<file path="config.mk">
export PLATFORM = sky130hd
export DESIGN_NAME = ctsc_mulw
export DESIGN_NICKNAME = d
export VERILOG_FILES = /design/src/design/ctsc_pkg.sv /design/src/design/ctsc_mulw.sv
export SDC_FILE = /design/constraint.sdc
export NUM_CORES = 2
export LEC_CHECK = 0
export CORE_MARGIN = 4
export CORE_UTILIZATION = 61
export DETAILED_ROUTE_END_ITERATION = 10
export DONT_BUFFER_PORTS = 1
export HOLD_SLACK_MARGIN = 0.02
export PLACE_DENSITY = 0.8
export SYNTH_ARGS = -nofsm -noshare
export SYNTH_HDL_FRONTEND = slang
export SYNTH_SLANG_ARGS = --single-unit
</file>
<file path="constraint.sdc">
create_clock -name clk -period 8.5 [get_ports clk]
set_clock_uncertainty 0.15 [all_clocks]
set_input_delay 1.7 -clock clk [delete_from_list [all_inputs] [get_ports clk]]
set_output_delay 1.7 -clock clk [all_outputs]
set_load 0.1 [all_outputs]
</file>
<file path="src/design/ctsc_pkg.sv">
`timescale 1ns / 1ps

package ctsc_pkg;

  localparam int MAX_COLUMN = 64;
  localparam int DATA_WIDTH = 32;
  localparam int WEIGHT_W   = 32;
  localparam int FRAC_W     = 30;
  localparam int LEN_W      = 7;
  localparam int ROW_W      = 6;
  localparam int IDX_W      = $clog2(MAX_COLUMN);
  localparam int CNT_W      = $clog2(MAX_COLUMN + 1);
  localparam int PROD_W     = DATA_WIDTH + WEIGHT_W;

  localparam logic [LEN_W-1:0] LEN_RESET = LEN_W'(64);

  localparam logic signed [DATA_WIDTH-1:0] DMAX = {1'b0, {(DATA_WIDTH - 1){1'b1}}};
  localparam logic signed [DATA_WIDTH-1:0] DMIN = {1'b1, {(DATA_WIDTH - 1){1'b0}}};

  typedef logic signed [DATA_WIDTH-1:0] data_t;
  typedef logic signed [WEIGHT_W-1:0] weight_t;

  typedef struct packed {
    logic valid;
    logic im;
  } mul_tag_t;

  typedef struct packed {
    data_t   y_re;
    data_t   y_im;
    weight_t w;
  } store_entry_t;

  function automatic data_t sat_sub(input data_t a, input data_t b);
    logic signed [DATA_WIDTH:0] diff;
    data_t result;
    diff = {a[DATA_WIDTH-1], a} - {b[DATA_WIDTH-1], b};
    if (diff[DATA_WIDTH] != diff[DATA_WIDTH-1]) begin
      result = diff[DATA_WIDTH] ? DMIN : DMAX;
    end else begin
      result = diff[DATA_WIDTH-1:0];
    end
    return result;
  endfunction

endpackage

</file>
<file path="src/design/ctsc_mulw.sv">
`timescale 1ns / 1ps

module ctsc_mulw (
  input  logic               clk,
  input  logic               rst_n,
  input  ctsc_pkg::mul_tag_t req_tag,
  input  ctsc_pkg::data_t    op_d,
  input  ctsc_pkg::weight_t  op_w,
  output ctsc_pkg::mul_tag_t rsp_tag,
  output ctsc_pkg::data_t    res
);

  localparam logic signed [ctsc_pkg::PROD_W-1:0] HALF =
    ctsc_pkg::PROD_W'(1) <<< (ctsc_pkg::FRAC_W - 1);
  localparam logic signed [ctsc_pkg::PROD_W-1:0] DMAX_P =
    ctsc_pkg::PROD_W'(ctsc_pkg::DMAX);
  localparam logic signed [ctsc_pkg::PROD_W-1:0] DMIN_P =
    {{(ctsc_pkg::PROD_W - ctsc_pkg::DATA_WIDTH){1'b1}}, ctsc_pkg::DMIN};

  ctsc_pkg::mul_tag_t tag0_r, tag1_r, tag2_r;
  ctsc_pkg::data_t    d_r;
  ctsc_pkg::weight_t  w_r;
  logic signed [ctsc_pkg::PROD_W-1:0] prod_r;
  ctsc_pkg::data_t    res_r;

  logic signed [ctsc_pkg::PROD_W-1:0] rounded;
  logic signed [ctsc_pkg::PROD_W-1:0] quot;
  ctsc_pkg::data_t    res_nxt;

  // Round half away from zero: negative products get one less bias before the shift.
  always_comb begin
    rounded = prod_r + HALF - ctsc_pkg::PROD_W'(prod_r[ctsc_pkg::PROD_W-1]);
    quot    = rounded >>> ctsc_pkg::FRAC_W;
    if (quot > DMAX_P) begin
      res_nxt = ctsc_pkg::DMAX;
    end else if (quot < DMIN_P) begin
      res_nxt = ctsc_pkg::DMIN;
    end else begin
      res_nxt = quot[ctsc_pkg::DATA_WIDTH-1:0];
    end
  end

  always_ff @(posedge clk) begin
    if (!rst_n) begin
      tag0_r <= '0;
      tag1_r <= '0;
      tag2_r <= '0;
    end else begin
      tag0_r <= req_tag;
      tag1_r <= tag0_r;
      tag2_r <= tag1_r;
    end
  end

  always_ff @(posedge clk) begin
    d_r    <= op_d;
    w_r    <= op_w;
    prod_r <= d_r * w_r;
    res_r  <= res_nxt;
  end

  assign rsp_tag = tag2_r;
  assign res     = res_r;

endmodule

</file>
Yosys cells after proc, flatten, opt, wreduce, memory -nomap -nowiden:

Cells that the tools add are included.

* logic and storage cells: 16
* register bits: 166
* bits of input ports: 68

* order comparisons: 2
* add/sub/neg operators: 2
* multipliers: 1
* mux-type cells: 1

Operators by type and width (number)
* 64-bit by 30-bit adder with 64-bit output (second input constant): 1
* 32-bit by 32-bit multiplier with 64-bit output: 1
* 64-bit by 1-bit subtractor with 64-bit output: 1
* 34-bit by 32-bit > comparator with 1-bit output (second input constant): 1
* 34-bit by 32-bit < comparator with 1-bit output (second input constant): 1
* 32-bit 2-to-1 mux: 1

Depth between registers and ports, before layout:

* depth after elaboration: 4
* depth in mapped cells: 29

Worst setup path before layout:

OpenSTA, ideal clock, no wires.

* kind: register -> register
* from: reg d_r[31]
* to: reg prod_r[63] in the netlist's numbering
* required time: 8.278 ns
* setup slack: 0.558 ns
* period minus slack after synthesis: 7.942 ns
* arrival time: 7.720 ns
* stages on the path, launching flop included: 27
* path buffers: 1
* setup time: 0.072 ns
* cells stage by stage: dfxtp_1 > clkbuf_1 > nand2_1 > inv_1 > fa_1 > inv_1 > fa_1 > inv_1 > fa_1 > fa_1 > inv_1 > fa_1 > inv_1 > fa_1 > fa_1 > fa_1 > ha_1 > and3_1 > nand3_1 > nor3_1 > o22ai_1 > a21oi_1 > a211oi_1 > a31oi_1 > a41o_1 > a221oi_2 > xnor2_1

* word-level cells in the longest chain between the ends: 1

Ends and longest elaborated chain
* start: declaration: line ctsc_mulw.sv:21 `ctsc_pkg::data_t d_r;`
* start signal: assignment: line ctsc_mulw.sv:56 `d_r <= op_d;`
* 32-bit by 32-bit multiplier with 64-bit output: line ctsc_mulw.sv:58 `prod_r <= d_r * w_r;`
* end signal: assignment: line ctsc_mulw.sv:58
* end: declaration: line ctsc_mulw.sv:23 `logic signed [ctsc_pkg::PROD_W-1:0] prod_r;`

Every way passes these cells.
A chain may end at the register's enable or synchronous reset.

Worst setup path in the final report:

* from: reg d_r[17]
* to: reg prod_r[63] in the netlist's numbering

Same word-level chain as after synthesis.

==> run metrics <==
fin crit period 8195 ps; Mean Syn Cell Area 9.366 sq um; Least-Margin Pin Slew 1028 ps; Syn Inst Count 4,654; Placer Congestion 0.9209; via/cell ratio 5.577; Post-Synth Adder-Cell Area 56.75%; DRC violations left 0; Max-Cap Viols 0; dominant synthesized flop cell dfxtp_1; FF/Latch Area 0.003354 sq mm; area grow syn2layout 4.262%; CTS Sinks 166; Port Buffers 0; min-delay src tag0_r[0]; row count 97; gr ovfl total 0; Post-Syn Nets 6,050; CP Capture Type flop; core outline area 0.07039 sq mm; final critical-path share of the clock period 96.41%; worst hold stages 1; die width 275.3 um; mux cell area share after synthesis 0.1234%; vias 30,870; first-pass GRT wire length 178,200 um; Clock Root Buffer clkbuf_16; Reg2Reg Setup Slack 300 ps; hold endpoint tag1_r[0]; #FFs+latches synth 166; Setup Fix Bufs, Post-CTS 0; Final Hold Viols 0; share of layout cells above drive strength 1 4.780%; die area 0.07580 sq mm; CP Launch Point d_r[17]; Core Util, Final 64.56%; drt wl/cell 19.06 um; RSZ-0062 raised after global routing false; Reg-to-Reg End prod_r[63]; CTS buffer count 17; Yosys warning count 0; Hold/Removal Path Class reg -> reg; FF-to-FF path depth 21; cell taking the most area after synthesis fa_1; fmax 122.0 MHz; Clk Latency, worst-skew pair 520 ps; Slew HR 31.36%; commonest non-fill, non-tap cell in the layout inv_1; Synth cell types 82; CTS Hold Buffers Added 0; share of the synthesized area in the top cell type 49.69%; multi-input logic area 0.03519 sq mm; Compound-Gate Fraction of Synth Area 6.725%; TNS Setup 0 ps; main combinational cell family by area after synthesis adder cells; Worst Path Max Fanout 13; initial DRC count 1,653; post-route ant nets 0; global-route usage over all layers 29.89%; register area share after synthesis 7.624%; Critical Path RT 8790 ps; Setup crit start kind flop; drt total wl 105,500 um; Synth Area in XOR/XNOR 2.044%; initial antenna violation count 12; I/O Pins 102; EDFF count, synth 0; Fill cells 5,633; top cells by area, synth fa_1, inv_1, dfxtp_1, and2_1, ha_1; WS Path Type reg -> reg; commonest cells after routing, fill and taps aside inv_1, fa_1, nand2_1; Netlist Area Pre-Place 0.04359 sq mm; max-slew violation count 0; Reg2Reg Launch Point d_r[17]; CTS Buffer Depth 2; final setup fails 0; NumNets Final 5,965; drt first pass iters 5; FFs w/ async S/R, synth 0%; largest net degree at the start of global routing 34; CTS tree built; WP data arrival 8480 ps; Detail Placement HPWL 89,860 um; CTS H-Tree Depth 4; outcome finished clean; Worst-path clk slew 90 ps; post-synthesis simple-gate area fraction 15.05%; Initial Utilization 61.92%; Die Ht 275.3 um; vias in the first global route 35,230
kinds of logic (layout without fill, tap and decap cells):
kind of cell               Yosys count  count (layout)
AOI/OAI and AO/OA                  422             422
xor gates and xnor gates           100             100
adders and majority gates         1328            1328
buffers and inverters             1332            1260
DFF                                166             166
muxes                                5               5
other                                0              12
and+or+nand+nor                   1301            1301
worst max-delay path by stage:
stage | to | slack [ps]
6_report | prod_r[63] | 300
5_1_grt | prod_r[63] | 1
4_1_cts | prod_r[63] | 100
3_5_place_dp | prod_r[63] | 180
3_3_place_gp | prod_r[63] | 270
2_1_floorplan | prod_r[63] | 560
worst max-delay path: stages, from the launching register on:
cell and delay [ps]:
dfxtp_1 780, buf_4 360, nand2_1 100, fa_1 510
fa_1 580, inv_1 70, fa_1 500, fa_1 520
fa_1 590, fa_1 450, fa_1 510, fa_1 430
ha_1 380, a21oi_1 230, o21ai_0 170, nor3_1 420
a21oi_1 130, a211oi_1 310, a31oi_1 220, a41o_1 300
a221oi_2 260, xnor2_1 140
state kept, by name, summed over array words and instances (netlist names):
name and cells:
w_r 32, tag1_r 2, rsp_tag 2, tag0_r 2, res 32, d_r 32, prod_r 64
Yosys cell counts, drive strengths merged, types with 7 or more instances:
cell	instances
a31oi	17
nand4	25
clkbuf	206
a21oi	128
dfxtp	166
buf	12
nor3	19
inv	1113
and3	10
a211oi	8
o211ai	9
o21a	16
ha	246
and2	521
nand2b	19
fa	1082
nor2	77
xnor2	69
o21bai	31
xor2	31
o21ai	65
nand2	552
a21o	81
nor2b	33
nand3	18
or2	7
area by class of cell:
| cell class | count | share of cell area [%] |
|---|---|---|
| timing repair buffer | 115 | 2.010 |
| tap | 940 | 2.588 |
| antenna | 12 | 0.06607 |
| clock buffer | 17 | 0.9360 |
| multi-input combinational | 3156 | 77.43 |
| sequential | 166 | 7.381 |
| clock inverter | 15 | 0.3937 |
| inverter | 1113 | 9.193 |
timing repair:
action	in CTS	in global routing
endpoints found under the setup margin	0	17
resized for setup	0	31
hold endpoints to repair	0	0
layer usage:
| layer | share of wire (%) | GRT usage [%] | wire length, um |
|---|---|---|---|
| met1 | 37 | 35.06 | 38790 |
| met5 | 0 | 0 | 0 |
| met4 | 5.7 | 15.35 | 6017 |
| met3 | 5.2 | 4.285 | 5513 |
| met2 | 52 | 53.66 | 55130 |
through the flow:
step | instances | setup slack, ps | cell area, sq um | hold slack, ps
after floorplan | 4654 | 557.6 | 43590 | 261.8
after global placement | 5490 | 274.0 | 44770 | 263.7
after detailed placement | 5490 | 182.5 | 44770 | 266.9
after CTS | 5522 | 102.2 | 45370 | 285.1
after global routing | 5529 | 1.166 | 45430 | 295.7
final | 5534 | 305.0 | 45450 | 284.6
Power is left out: the tool's default activity adds up to more than one toggle a clock period on the data nets, which glitch-free logic cannot reach.
